**config.mk**
```make
export PLATFORM = sky130hd
export DESIGN_NAME = c8i_ram
export DESIGN_NICKNAME = d
export VERILOG_FILES = /design/src/rtl/c8i_ram.sv
export SDC_FILE = /design/constraint.sdc
export NUM_CORES = 1
export LEC_CHECK = 0
export BUFFER_PORTS_ARGS = -buffer_cell sky130_fd_sc_hd__buf_2
export CORE_MARGIN = 8
export CORE_UTILIZATION = 30
export DETAILED_ROUTE_END_ITERATION = 8
export PLACE_DENSITY_LB_ADDON = 0.25
export SLEW_MARGIN = 25
export SYNTH_ARGS = -nofsm -noshare
export SYNTH_HDL_FRONTEND = slang
export SYNTH_SLANG_ARGS = --single-unit
export TNS_END_PERCENT = 50
```
**constraint.sdc**
```tcl
create_clock -name clk -period 1.7 [get_ports clk]
set_input_delay 0.255 -clock clk [delete_from_list [all_inputs] [get_ports clk]]
set_output_delay 0.255 -clock clk [all_outputs]
set_load 0.1 [all_outputs]
```
**src/rtl/c8i_ram.sv**
```systemverilog
`default_nettype none

module c8i_ram #(
    parameter int WIDTH = 8,
    parameter int DEPTH = 16
) (
    input  wire logic                     clk,
    input  wire logic                     we,
    input  wire logic [$clog2(DEPTH)-1:0] waddr,
    input  wire logic [WIDTH-1:0]         wdata,
    input  wire logic [$clog2(DEPTH)-1:0] raddr,
    output logic      [WIDTH-1:0]         rdata
);

    logic [WIDTH-1:0] mem [DEPTH];

    always_ff @(posedge clk)
    begin
        if (we)
        begin
            mem[waddr] <= wdata;
        end
        rdata <= mem[raddr];
    end

endmodule

`default_nettype wire

```
; ---- Word-level counts from Yosys, hierarchy flattened
; Memories as Yosys holds them, arrays and structs flattened. A register that Yosys moved wholly into a read port is not among the register bits.
; Index checks and enable logic that the tools add are counted.
; Widths: inputs -> output; s select.
[totals]
in_bits = 18
word_cells = 3
n_memories = 1
romBits = 0
latch_bits = 0
register_bits = 0
ramBits = 128
[memory_table]
columns = memory, words, width, read_ports, rd_ports_with_merged_regs, wr, line
row1 = mem, 16, 8, 1, 1, 1, 15  ; logic [WIDTH-1:0] mem [DEPTH];
[op_classes]
addsub = 0
multipliers = 0
muxes = 2
magnitude_cmp = 0
eq_ne = 0
n_div = 0
bitwise_logic = 0
shifts = 0
n_reduce_logical = 0
[op_table]
columns = operator, n
row1 = $mux 1, 2

; ---- Logic depth before layout (Yosys ltp)
; Gate-level depths: netlist (run 1).
[depth]
depth_word = 2
mapped_depth = 5
ltp_nobuf = 3

; ---- Worst setup path after synthesis (run 1)
; OpenSTA, ideal clock, no wires.
[synth_path]
kind = input port to flip-flop
start = input waddr[2]
end = memory mem[0][0] (enable)
setup_ns = 0.383
path_buffers = 0
required_ns = 1.317
t_arrival_ns = 1.365
path_stages = 2
path_slack_ns = -0.048
cell_sequence = or3b_2 -> nor3_1
[synth_lines]
columns = item, line
row1 = start: declaration, 9  ; input wire logic [$clog2(DEPTH)-1:0] waddr,
row2 = end: declaration, 15
; No word-level cell before the write port.

; ---- Worst setup path in the final report (run 1)
[layout_path]
start = register rdata[7] (read register of mem)
end = output rdata[7]
[layout_lines]
columns = item, line
row1 = start: declaration, 12  ; output logic [WIDTH-1:0] rdata
; No word-level cell between the ends.

==> results.rst, run 1 <==
.. list-table::
   :header-rows: 1

   * - Metric
     - Value
   * - Setup repair after global routing missed its margin
     - false
   * - Largest net degree at the start of global routing
     - 21
   * - Power density relative to cell area
     - ~1200 nW/um^2
   * - Number of synthesized flops with an enable pin
     - between 100 and 150
   * - Area of the placeable core
     - 17,100 sq um
   * - NetSw
     - between 1.5 and 2 mW
   * - Filler cells
     - about 1,600
   * - Iteration-0 DRC count of the detailed router
     - 136
   * - Int Power
     - around 6.0 mW
   * - Root Driver
     - sky130_fd_sc_hd__clkbuf_16
   * - Number of logic stages on the critical path including buffering
     - 1
   * - Routed via count
     - approximately 2,400
   * - Tot Pwr
     - 7.65 mW
   * - Kind of cell with the highest combined delay on the critical path
     - buffers and inverters
   * - Maximum count of clock buffers along a single path
     - 2
   * - Capturing element type of the critical path
     - primary output
   * - Vias in the first global route
     - 2,675
   * - Asr flop ratio synth
     - 0%
   * - Total length of routed wires
     - 10.2 mm
   * - IR drop worst, VDD
     - a little over 800 uV
   * - Wire length of the first global-routing pass
     - about 16 mm
   * - Minimum hold slack
     - 0.229 ns
   * - Number of nets in the layout
     - slightly above 300
   * - Pre-CTS setup slack
     - -0.0611 ns
   * - Area of the mapped netlist
     - 5150 sq um
   * - Cell types occupying the most area after synthesis
     - sky130_fd_sc_hd__edfxtp_1 75%, sky130_fd_sc_hd__mux4_2 7.9%, sky130_fd_sc_hd__mux4_1 7.1%
   * - Minimum setup slack in the final design
     - 0.189 ns
   * - Worst Hold Class
     - in -> reg
   * - Final standard cell utilization of the core
     - between 30% and 40%
   * - RD Place Congestion
     - approximately 0.67
   * - Max-cap check violation count
     - 0
   * - Worst-path cell with the longest stage delay
     - sky130_fd_sc_hd__buf_2
   * - Crit path capture
     - rdata[7]
   * - Fraction of power spent switching nets
     - roughly a fifth
   * - Net Count, Synth
     - roughly 250
   * - Number of I/O port buffers
     - 25
   * - Clock tree from TritonCTS
     - done
   * - Startpoint of the worst setup timing path
     - rdata[7]$_DFF_P_
   * - Mean number of vias per cell
     - ~4.6
   * - Delay of the slowest critical-path stage
     - around 0.46 ns
   * - Die Width
     - 147 microns
   * - Commonest cells in the netlist
     - 128 x sky130_fd_sc_hd__edfxtp_1, 18 x sky130_fd_sc_hd__mux4_2, 16 x sky130_fd_sc_hd__a22oi_1
   * - Clock-pin slew reported for the worst setup and hold paths after clock tree synthesis
     - about 0.05 ns
   * - Category of the most critical setup path
     - reg -> out
   * - Post-synthesis cell type count
     - 19
   * - Fin cells
     - between 500 and 600
   * - Number of pins with negative max-slew slack in the final report
     - 0
   * - Buffer and inverter count on the worst path
     - 1
   * - Sum of negative setup slack
     - 0 ns
   * - Die outline height
     - 147 microns
   * - Post-CTS Hold Fix Bufs
     - 0
   * - Launch point of the worst reg-to-reg path
     - mem[2][0]$_DFFE_PP_
   * - Data arrival time of the critical path
     - 1.26 ns
   * - Largest fanout of any net on the critical path
     - 1
   * - Detailed placer's ending HPWL
     - around 6.9 mm
   * - Number of levels in the clock H-tree
     - 4
   * - Total iterations of the first detailed-routing run
     - 4
   * - GRT overflow
     - 0
   * - Worst-case headroom to the max-slew limit
     - between 40% and 50%
   * - Clock network latency to the later pin of the worst-skew pair
     - ~0.41 ns
   * - Number of I/O pins
     - 26
   * - Most frequent cell after synthesis
     - sky130_fd_sc_hd__edfxtp_1
   * - Overall Global Routing Usage
     - about a tenth
   * - Number of diodes added for antenna fixing
     - 0
   * - Clock Sinks
     - 136
   * - Post-route DRC
     - 0
   * - Mapped Cells
     - 229
   * - Status
     - complete, no violations
   * - Highest clock rate
     - between 600 and 700 MHz
   * - R2R cell count
     - 3
   * - CTS resizes
     - 0
   * - Share of the yosys chip area belonging to registers
     - between 70% and 80%
   * - Average wire per standard cell
     - around 20 microns
   * - Synth warn
     - 0
   * - Area grow syn2layout
     - 20.7%
   * - Reg area
     - approximately 4000 sq um
   * - Predominant post-synthesis flop cell
     - sky130_fd_sc_hd__edfxtp_1
   * - Capture instance of the worst register-to-register path
     - rdata[0]$_DFF_P_
   * - Final setup skew
     - ~0.0085 ns
   * - Time the worst path needs with I/O delays and setup
     - roughly 1.5 ns
   * - Final number of hold-violating endpoints
     - 0
   * - WP data required
     - approximately 1.4 ns
   * - Initial Utilization
     - just over 30%
   * - Number of flip-flops and latches in the synthesized netlist
     - between 100 and 150
   * - Finished Cell Area
     - 6210 sq um
   * - Number of CTS-inserted buffers
     - 17
   * - Slew at the pin closest to its max-slew limit
     - just over 0.8 ns
   * - Number of placement rows
     - between 40 and 50
   * - Die footprint
     - approximately 22,000 sq um
   * - Part of the cycle the worst path needs
     - 88.9%
   * - Logic gate share of total power
     - approximately 6.7%
   * - Slack of the worst reg-to-reg path
     - ~0.36 ns
   * - Instance area at placement
     - about 5700 sq um
   * - Clock network power share
     - 44.0%
   * - Average footprint of a synthesized cell
     - about 22 sq um
   * - Area share of the leading cell type in the synthesized netlist
     - 74.7%
   * - Fraction of layout cells with a size suffix above 1
     - a little under a third
   * - Number of cells in the design after placement
     - approximately 490
   * - # Post-CTS Setup Buffers
     - 0
   * - Initial antenna violation count
     - 0
   * - Startpoint types
     - flop
   * - Number of nets with antenna violations after routing
     - 0
   * - Seq pwr share
     - between 40 and 50%
   * - Yosys top cell by area
     - sky130_fd_sc_hd__edfxtp_1
   * - Final setup vio count
     - 0
   * - Multi-input gate area in the final layout
     - about 1100 sq um
   * - Leakage power
     - about 2.1 nW
   * - Cell chain of the critical path
     - buf_2
[metal layers]
metal / vias to the layer above / global-route usage [%] / part of all wire, %
met5: - / 0 / 0
met4: 0 / 3.06 / 0.69
met3: 7 / 3.57 / 4.1
met2: 46 / 16.1 / 48
met1: 1247 / 12.9 / 47
li1: 1084 / - / -
[final cells by class]
type | instances | area share (%)
well taps | 225 | 4.53
flip-flops and latches | 136 | 64.4
clock buffers | 20 | 7.03
multi-input cells | 83 | 17.1
repair buffers | 48 | 5.19
clock inverters | 11 | 1.73
[sequential cells by signal, summed over array words and instances, names as in the netlist]
| signal | count |
|---|---|
| mem | 128 |
| rdata | 8 |
[worst register-to-register path, cell delays in order, from the launching register on]
cell and delay [ns]:
sky130_fd_sc_hd__edfxtp_1 0.37, sky130_fd_sc_hd__mux4_1 0.49, sky130_fd_sc_hd__a22oi_1 0.24, sky130_fd_sc_hd__nand2_1 0.12
[worst min path at each step]
stage               startpoint                    to  slack (ns)  depth (start not counted)
floorplan             wdata[0]   mem[0][0]$_DFFE_PP_        0.35                          0
CTS                   wdata[0]   mem[0][0]$_DFFE_PP_        0.22                          1
global route          wdata[0]   mem[3][0]$_DFFE_PP_        0.23                          1
finish                wdata[0]  mem[13][0]$_DFFE_PP_        0.23                          1
detailed placement    wdata[0]  mem[13][0]$_DFFE_PP_        0.65                          1
global placement      wdata[0]  mem[13][0]$_DFFE_PP_        0.64                          1
[power by group through the flow]
stage	sequential, mW	combinational [mW]	clock, mW
finish	3.78	0.512	3.36
global route	3.78	0.550	3.58
CTS	3.78	0.524	3.43
detailed placement	3.84	0.522	0
global placement	3.84	0.519	0
floorplan	4.00	0.191	0
[cells by family (layout without fill, tap and decap cells)]
logic type | after synthesis | count (layout) | synth area share (%)
flip-flops | 136 | 136 | 77.8
AND/OR/NAND/NOR | 35 | 35 | 3.18
multiplexers | 32 | 32 | 15.0
AO/OA/AOI/OAI | 16 | 16 | 2.33
buffers and inverters | 10 | 79 | 1.68
[layout by cell type (no fill, tap or decap)]
cell,Yosys,final
sky130_fd_sc_hd__clkinv_2,0,2
sky130_fd_sc_hd__nor2_1,13,13
sky130_fd_sc_hd__nor3_1,4,3
sky130_fd_sc_hd__nor2b_1,1,1
sky130_fd_sc_hd__buf_4,1,21
sky130_fd_sc_hd__and2b_1,1,1
sky130_fd_sc_hd__nand2_1,9,9
sky130_fd_sc_hd__clkinvlp_4,0,3
sky130_fd_sc_hd__and2_1,1,1
sky130_fd_sc_hd__clkbuf_16,0,17
sky130_fd_sc_hd__mux4_2,18,18
sky130_fd_sc_hd__or3b_2,1,1
sky130_fd_sc_hd__buf_2,3,25
sky130_fd_sc_hd__clkbuf_1,0,3
sky130_fd_sc_hd__a22oi_1,16,16
sky130_fd_sc_hd__buf_12,0,2
sky130_fd_sc_hd__clkinv_1,0,4
sky130_fd_sc_hd__nor3_2,0,1
sky130_fd_sc_hd__dfxtp_1,8,8
sky130_fd_sc_hd__nand3b_1,2,2
sky130_fd_sc_hd__edfxtp_1,128,128
sky130_fd_sc_hd__nand2b_1,2,2
sky130_fd_sc_hd__mux4_1,14,14
sky130_fd_sc_hd__bufinv_16,0,2
sky130_fd_sc_hd__nand3_1,1,1
(Power assumes the default switching activity.)
==> inputs of run 2 (changes only) <==
--- a/config.mk
+++ b/config.mk
@@ -9,7 +9,7 @@
 export CORE_MARGIN = 8
 export CORE_UTILIZATION = 30
 export DETAILED_ROUTE_END_ITERATION = 8
-export PLACE_DENSITY_LB_ADDON = 0.25
+export PLACE_DENSITY = 0.45
 export SLEW_MARGIN = 25
 export SYNTH_ARGS = -nofsm -noshare
 export SYNTH_HDL_FRONTEND = slang
==> results.rst, run 2 (synthesis results as in run 1) <==
.. list-table::
   :header-rows: 1

   * - Metric
     - Value
   * - Status
     - complete, no violations
   * - Slew at the pin closest to its max-slew limit
     - 0.921 ns (+0.0927 ns)
   * - Root Driver
     - sky130_fd_sc_hd__clkbuf_16
   * - Wire length of the first global-routing pass
     - 16.4 mm (+1.7%)
   * - Number of diodes added for antenna fixing
     - 0 (unchanged)
   * - CTS resizes
     - 0 (unchanged)
   * - Number of I/O port buffers
     - 25 (unchanged)
   * - Instance area at placement
     - 5730 sq um (+1.1%)
   * - Largest register FFs
     - 128 (unchanged)
   * - Die footprint
     - 21,600 sq um (unchanged)
   * - Die outline height
     - 147 microns (unchanged)
   * - Reg with most FFs
     - mem
   * - Worst-case headroom to the max-slew limit
     - 38.5% (-6.2 points)
   * - Category of the most critical setup path
     - reg -> out
   * - Power density relative to cell area
     - 1260 nW/um^2 (+2.5%)
   * - Leading registers by flop count
     - mem x128, rdata x8
   * - Number of nets with antenna violations after routing
     - 0 (unchanged)
   * - Clock-pin slew reported for the worst setup and hold paths after clock tree synthesis
     - 0.05 ns (about the same)
   * - Vias in the first global route
     - 2,577 (-3.7%)
   * - Area grow syn2layout
     - 22.8%
   * - Number of pins with negative max-slew slack in the final report
     - 0 (unchanged)
   * - Detailed placer's ending HPWL
     - 6.97 mm (+1.7%)
   * - Sum of negative setup slack
     - 0 ns (unchanged)
   * - GRT overflow
     - 0 (unchanged)
   * - Capture endpoint of the worst hold path
     - mem[4][1]$_DFFE_PP_
   * - R2R cell count
     - 3 (unchanged)
   * - Total iterations of the first detailed-routing run
     - 4 (unchanged)
   * - Initial antenna violation count
     - 0 (unchanged)
   * - Cell depth of the worst min-delay path
     - 1 (unchanged)
   * - Kind of cell with the highest combined delay on the critical path
     - buffers and inverters
   * - Final setup vio count
     - 0 (unchanged)
   * - Data arrival time of the critical path
     - 1.20 ns (-0.06 ns)
   * - Number of I/O pins
     - 26 (unchanged)
   * - Delay of the slowest critical-path stage
     - 0.44 ns (-0.02 ns)
   * - Launch point of the worst reg-to-reg path
     - mem[9][4]$_DFFE_PP_
   * - Worst Hold Class
     - in -> reg
   * - Time the worst path needs with I/O delays and setup
     - 1.46 ns (-0.0510 ns)
   * - Leakage power
     - 2.14 nW (+3.1%)
   * - Final setup skew
     - 0.00764 ns (-0.000869 ns)
   * - Fraction of layout cells with a size suffix above 1
     - 31.8% (+0.92 points)
   * - Initial Utilization
     - 30.2% (unchanged)
   * - Cell chain of the critical path
     - buf_2
   * - Finished Cell Area
     - 6320 sq um (+1.7%)
   * - Average wire per standard cell
     - 20.7 microns (+6.0%)
   * - Clock network latency to the later pin of the worst-skew pair
     - 0.41 ns (about the same)
   * - Tot Pwr
     - 7.98 mW (+4.3%)
   * - Area of the placeable core
     - 17,100 sq um (unchanged)
   * - Number of placement rows
     - 48 (unchanged)
   * - Most frequent cells in the layout
     - 128 x sky130_fd_sc_hd__edfxtp_1, 25 x sky130_fd_sc_hd__buf_2, 21 x sky130_fd_sc_hd__buf_4, 18 x sky130_fd_sc_hd__mux4_2, 17 x sky130_fd_sc_hd__clkbuf_16
   * - Total length of routed wires
     - 10.9 mm (+6.8%)
   * - Maximum count of clock buffers along a single path
     - 2 (unchanged)
   * - Setup repair after global routing missed its margin
     - false
   * - Final standard cell utilization of the core
     - 37.1% (+0.63 points)
   * - Part of the cycle the worst path needs
     - 85.9% (-3.0 points)
   * - Pre-CTS setup slack
     - -0.0804 ns (-0.0193 ns)
   * - Post-route DRC
     - 0 (unchanged)
   * - Largest net degree at the start of global routing
     - 25 (+19%)
   * - Iteration-0 DRC count of the detailed router
     - 140 (+2.9%)
   * - Startpoint types
     - flop
   * - Capturing element type of the critical path
     - primary output
   * - Buffer and inverter count on the worst path
     - 1 (unchanged)
   * - RD Place Congestion
     - 0.675 (+0.39%)
   * - Filler cells
     - 1,587 (-2.2%)
   * - Highest clock rate
     - 685 MHz (+3.5%)
   * - Number of nets in the layout
     - 307 (+0.99%)
   * - Routed via count
     - 2,421 (+1.6%)
   * - Origin of the worst min-delay path
     - wdata[1]
   * - Max-cap check violation count
     - 0 (unchanged)
   * - Mean number of vias per cell
     - 4.59 (+0.78%)
   * - IR drop worst, VDD
     - 601 uV (-27%)
   * - Leading cell type in the layout, fill and taps excluded
     - sky130_fd_sc_hd__edfxtp_1
   * - Die Width
     - 147 microns (unchanged)
   * - Capture instance of the worst register-to-register path
     - rdata[4]$_DFF_P_
   * - Final number of hold-violating endpoints
     - 0 (unchanged)
   * - Number of CTS-inserted buffers
     - 17 (unchanged)
   * - Clock tree from TritonCTS
     - done
   * - Number of levels in the clock H-tree
     - 4 (unchanged)
   * - Largest fanout of any net on the critical path
     - 1 (unchanged)
   * - Slack of the worst reg-to-reg path
     - 0.31 ns (-0.05 ns)
   * - Clock Sinks
     - 136 (unchanged)
   * - WP data required
     - 1.44 ns (about the same)
   * - Overall Global Routing Usage
     - 10.7% (+0.49 points)
   * - Post-CTS Hold Fix Bufs
     - 0 (unchanged)
   * - Worst-path cell with the longest stage delay
     - sky130_fd_sc_hd__buf_2
   * - Minimum setup slack in the final design
     - 0.240 ns (+0.0510 ns)
   * - # Post-CTS Setup Buffers
     - 0 (unchanged)
run 2: changes by cell type in the layout (fill, tap and decap cells not counted):
cell,before,now
sky130_fd_sc_hd__buf_12,2,5
sky130_fd_sc_hd__bufinv_16,2,4
sky130_fd_sc_hd__clkbuf_1,3,2
sky130_fd_sc_hd__clkinv_1,4,5
sky130_fd_sc_hd__clkinv_2,2,4
sky130_fd_sc_hd__clkinvlp_4,3,0
run 2: routing by layer:
metal / global-route usage (%) / wire length (microns)
met1: 13.2 / 4940
met2: 16.9 / 5310
met3: 3.11 / 450
met4: 5.05 / 202
met5: 0 / 0
run 2: how the worst max path moves through the flow:
| stage | startpoint | endpoint | slack [ns] | cells past startpoint |
|---|---|---|---|---|
| 6_report | rdata[6]$_DFF_P_ | rdata[6] | 0.24 | 1 |
| 5_1_grt | rdata[6]$_DFF_P_ | rdata[6] | 0.20 | 1 |
| 4_1_cts | rdata[1]$_DFF_P_ | rdata[1] | 0.20 | 1 |
| 3_5_place_dp | raddr[0] | rdata[2]$_DFF_P_ | -0.08 | 6 |
| 3_3_place_gp | raddr[0] | rdata[2]$_DFF_P_ | -0.06 | 6 |
| 2_1_floorplan | waddr[2] | mem[3][0]$_DFFE_PP_ | 0.18 | 2 |
run 2: where the power goes:
part           leakage, nW  internal (mW)  switching (mW)  total [mW]
clock                0.292           2.41            1.26        3.67
combinational        0.629          0.170           0.365       0.535
sequential            1.22           3.75          0.0218        3.77
total                 2.14           6.33            1.65        7.98
run 2: cell type report:
type	instances	area [sq um]	area share, %
tap	225	282	4.45
multi-input combinational	83	1060	16.8
sequential	136	4000	63.3
clock buffer	19	433	6.85
clock inverter	13	159	2.51
timing repair buffer	51	383	6.06
run 2: stage by stage:
stage          cells  hold slack [ns]
2_1_floorplan    229            0.354
3_3_place_gp     495            0.650
3_5_place_dp     495            0.652
4_1_cts          527            0.216
5_1_grt          527            0.223
6_report         527            0.226
==> inputs of run 3 (changes only) <==
--- a/config.mk
+++ b/config.mk
@@ -5,6 +5,7 @@
 export SDC_FILE = /design/constraint.sdc
 export NUM_CORES = 1
 export LEC_CHECK = 0
+export ABC_AREA = 1
 export BUFFER_PORTS_ARGS = -buffer_cell sky130_fd_sc_hd__buf_2
 export CORE_MARGIN = 8
 export CORE_UTILIZATION = 30
==> results.rst, run 3 <==
.. list-table::
   :header-rows: 1

   * - Metric
     - Value
   * - Area of the placeable core
     - 18,800 sq um (+10%)
   * - Status
     - complete, no violations
   * - Number of I/O pins
     - 26 (unchanged)
   * - Data arrival time of the critical path
     - 1.25 ns (+0.05 ns)
   * - # Post-CTS Setup Buffers
     - 0 (unchanged)
   * - Category of the most critical setup path
     - reg -> out
   * - Slew at the pin closest to its max-slew limit
     - 0.494 ns (-0.427 ns)
   * - Power density relative to cell area
     - 1170 nW/um^2 (-7.4%)
   * - Initial antenna violation count
     - 0 (unchanged)
   * - Number of synthesized flops with an enable pin
     - 128 (unchanged)
   * - Number of placement rows
     - 50 (+4.2%)
   * - Number of diodes added for antenna fixing
     - 0 (unchanged)
   * - Worst-case headroom to the max-slew limit
     - 67.3% (+29 points)
   * - Highest clock rate
     - 666 MHz (-2.7%)
   * - Clock-pin slew reported for the worst setup and hold paths after clock tree synthesis
     - 0.05 ns (about the same)
   * - Asr flop ratio synth
     - 0% (unchanged)
   * - Most frequent cells in the layout
     - 173 x sky130_fd_sc_hd__nand2_1, 128 x sky130_fd_sc_hd__edfxtp_1, 100 x sky130_fd_sc_hd__inv_1, 97 x sky130_fd_sc_hd__nand3_1, 25 x sky130_fd_sc_hd__buf_2
   * - Leading registers by flop count
     - mem x128, rdata x8
   * - Mean number of vias per cell
     - 4.47 (-2.7%)
   * - CTS resizes
     - 0 (unchanged)
   * - Clock Sinks
     - 136 (unchanged)
   * - RD Place Congestion
     - 0.797 (+18%)
   * - Vias in the first global route
     - 3,714 (+44%)
   * - Clock network latency to the later pin of the worst-skew pair
     - 0.41 ns (about the same)
   * - Average wire per standard cell
     - 16.6 microns (-20%)
   * - Startpoint of the worst setup timing path
     - rdata[3]$_DFF_P_
   * - Net Count, Synth
     - 569 (+130%)
   * - Wire length of the first global-routing pass
     - 21.4 mm (+31%)
   * - Largest fanout of any net on the critical path
     - 1 (unchanged)
   * - Time the worst path needs with I/O delays and setup
     - 1.50 ns (+0.0407 ns)
   * - Routed via count
     - 3,754 (+55%)
   * - Fraction of layout cells with a size suffix above 1
     - 12.2% (-20 points)
   * - Commonest cells in the netlist
     - 173 x sky130_fd_sc_hd__nand2_1, 128 x sky130_fd_sc_hd__edfxtp_1, 100 x sky130_fd_sc_hd__inv_1
   * - Most frequent cell after synthesis
     - sky130_fd_sc_hd__nand2_1
   * - Part of the cycle the worst path needs
     - 88.3% (+2.4 points)
   * - Number of pins with negative max-slew slack in the final report
     - 0 (unchanged)
   * - Root Driver
     - sky130_fd_sc_hd__clkbuf_16
   * - Cell depth of the worst min-delay path
     - 3 (+2)
   * - Largest register FFs
     - 128 (unchanged)
   * - Number of flip-flops and latches in the synthesized netlist
     - 136 (unchanged)
   * - Synth warn
     - 0 (unchanged)
   * - Number of I/O port buffers
     - 25 (unchanged)
   * - Predominant post-synthesis flop cell
     - sky130_fd_sc_hd__edfxtp_1
   * - Die outline height
     - 155 microns (+5.2%)
   * - Die footprint
     - 23,900 sq um (+11%)
   * - Number of logic stages on the critical path including buffering
     - 1 (unchanged)
   * - Leading cell type in the layout, fill and taps excluded
     - sky130_fd_sc_hd__nand2_1
   * - Crit path capture
     - rdata[3]
   * - Delay of the slowest critical-path stage
     - 0.45 ns (about the same)
   * - Cell chain of the critical path
     - buf_2
   * - Number of nets with antenna violations after routing
     - 0 (unchanged)
   * - Slack of the worst reg-to-reg path
     - 0.68 ns (+0.37 ns)
   * - Startpoint types
     - flop
   * - Sum of negative setup slack
     - 0 ns (unchanged)
   * - Initial Utilization
     - 30.7% (+0.55 points)
   * - Reg with most FFs
     - mem
   * - Worst-path cell with the longest stage delay
     - sky130_fd_sc_hd__buf_2
   * - IR drop worst, VDD
     - 584 uV (-2.8%)
   * - Kind of cell with the highest combined delay on the critical path
     - buffers and inverters
   * - Total length of routed wires
     - 14.0 mm (+28%)
   * - Worst Hold Class
     - in -> reg
   * - Area grow syn2layout
     - 17.6%
   * - Average footprint of a synthesized cell
     - 10.5 sq um (-53%)
   * - Clock tree from TritonCTS
     - done
   * - Area of the mapped netlist
     - 5770 sq um (+12%)
   * - Tot Pwr
     - 7.93 mW (-0.65%)
   * - Launch point of the worst reg-to-reg path
     - mem[5][5]$_DFFE_PP_
   * - Capturing element type of the critical path
     - primary output
   * - GRT overflow
     - 0 (unchanged)
   * - Overall Global Routing Usage
     - 12.2% (+1.6 points)
   * - Mapped Cells
     - 551 (+140%)
   * - Number of levels in the clock H-tree
     - 4 (unchanged)
   * - Buffer and inverter count on the worst path
     - 1 (unchanged)
   * - Iteration-0 DRC count of the detailed router
     - 219 (+56%)
   * - Final setup vio count
     - 0 (unchanged)
   * - R2R cell count
     - 6 (+3)
   * - Number of CTS-inserted buffers
     - 17 (unchanged)
   * - Detailed placer's ending HPWL
     - 9.05 mm (+30%)
   * - Area share of the leading cell type in the synthesized netlist
     - 66.7% (-8.0 points)
   * - Total iterations of the first detailed-routing run
     - 4 (unchanged)
   * - Post-route DRC
     - 0 (unchanged)
   * - Post-synthesis cell type count
     - 12 (-7)
   * - Setup repair after global routing missed its margin
     - false
   * - Final number of hold-violating endpoints
     - 0 (unchanged)
   * - Yosys top cell by area
     - sky130_fd_sc_hd__edfxtp_1
   * - Share of the yosys chip area belonging to registers
     - 69.4% (-8.4 points)
   * - Leakage power
     - 2.91 nW (+36%)
   * - Cell types occupying the most area after synthesis
     - sky130_fd_sc_hd__edfxtp_1 67%, sky130_fd_sc_hd__nand2_1 11%, sky130_fd_sc_hd__nand3_1 8.4%
   * - Maximum count of clock buffers along a single path
     - 2 (unchanged)
   * - Filler cells
     - 1,869 (+18%)
   * - Largest net degree at the start of global routing
     - 65 (+160%)
   * - WP data required
     - 1.44 ns (about the same)
   * - Capture instance of the worst register-to-register path
     - rdata[5]$_DFF_P_
   * - Post-CTS Hold Fix Bufs
     - 0 (unchanged)
   * - Max-cap check violation count
     - 0 (unchanged)
   * - Number of nets in the layout
     - 612 (+99%)
   * - Die Width
     - 155 microns (+5.2%)
   * - Final setup skew
     - 0.00555 ns (-0.00209 ns)
## run 3: changes by cell type after synthesis, sizes merged, moves of 4 or more
| cell | before | now |
|---|---|---|
| nor3 | 4 | 0 |
| buf | 7 | 24 |
| nand2 | 9 | 173 |
| a22oi | 16 | 0 |
| nor2 | 13 | 17 |
| mux4 | 32 | 0 |
| inv | 0 | 102 |
| nand3 | 1 | 97 |
## run 3: worst min-delay path by stage
stage | from | to | slack (ns)
floorplan | wdata[0] | mem[0][0]$_DFFE_PP_ | 0.35
global placement | raddr[3] | rdata[2]$_DFF_P_ | 0.64
detailed placement | raddr[3] | rdata[2]$_DFF_P_ | 0.63
CTS | raddr[3] | rdata[2]$_DFF_P_ | 0.19
global route | raddr[3] | rdata[2]$_DFF_P_ | 0.20
finish | raddr[3] | rdata[2]$_DFF_P_ | 0.20
## run 3: power by group
| part | internal [mW] | total [mW] | switching, mW |
|---|---|---|---|
| sequential | 3.75 | 3.77 | 0.0243 |
| clock | 2.26 | 3.53 | 1.27 |
| combinational | 0.139 | 0.620 | 0.480 |
## run 3: layout make-up
type / count / area [sq um] / area share (%)
clock buffer: 19 / 433 / 6.38
clock inverter: 12 / 134 / 1.97
inverter: 102 / 383 / 5.64
multi-input combinational: 289 / 1210 / 17.9
sequential: 136 / 4000 / 59.0
tap: 234 / 293 / 4.32
timing repair buffer: 48 / 323 / 4.76
## run 3: per-stage QoR
step	instances	util, %	hold WS, ns	setup WS [ns]	cell area [sq um]
2_1_floorplan	551	-	0.354	0.494	5770
3_3_place_gp	809	33.1	0.635	0.289	6220
3_5_place_dp	809	33.1	0.632	0.297	6220
4_1_cts	840	36.1	0.192	0.178	6780
5_1_grt	840	36.1	0.198	0.160	6780
6_report	840	36.1	0.202	0.199	6780
## run 3: logic make-up after synthesis
| logic type | Yosys count | synth area share, % |
|---|---|---|
| DFF | 136 | 69.4 |
| and+or+nand+nor | 289 | 21.0 |
| buffers and inverters | 126 | 9.52 |
## run 3: tightest hold or removal path: stages
cell and delay (ns):
sky130_fd_sc_hd__buf_2 0.17, sky130_fd_sc_hd__nand3_1 0.10, sky130_fd_sc_hd__nand2_1 0.04
## run 3: metal layers
metal	vias up	share of wire (%)	GRT usage [%]
met5	-	0	0
met4	0	1.7	4.99
met3	19	3.4	2.51
met2	56	48	20.0
met1	1821	47	15.5
li1	1858	-	-
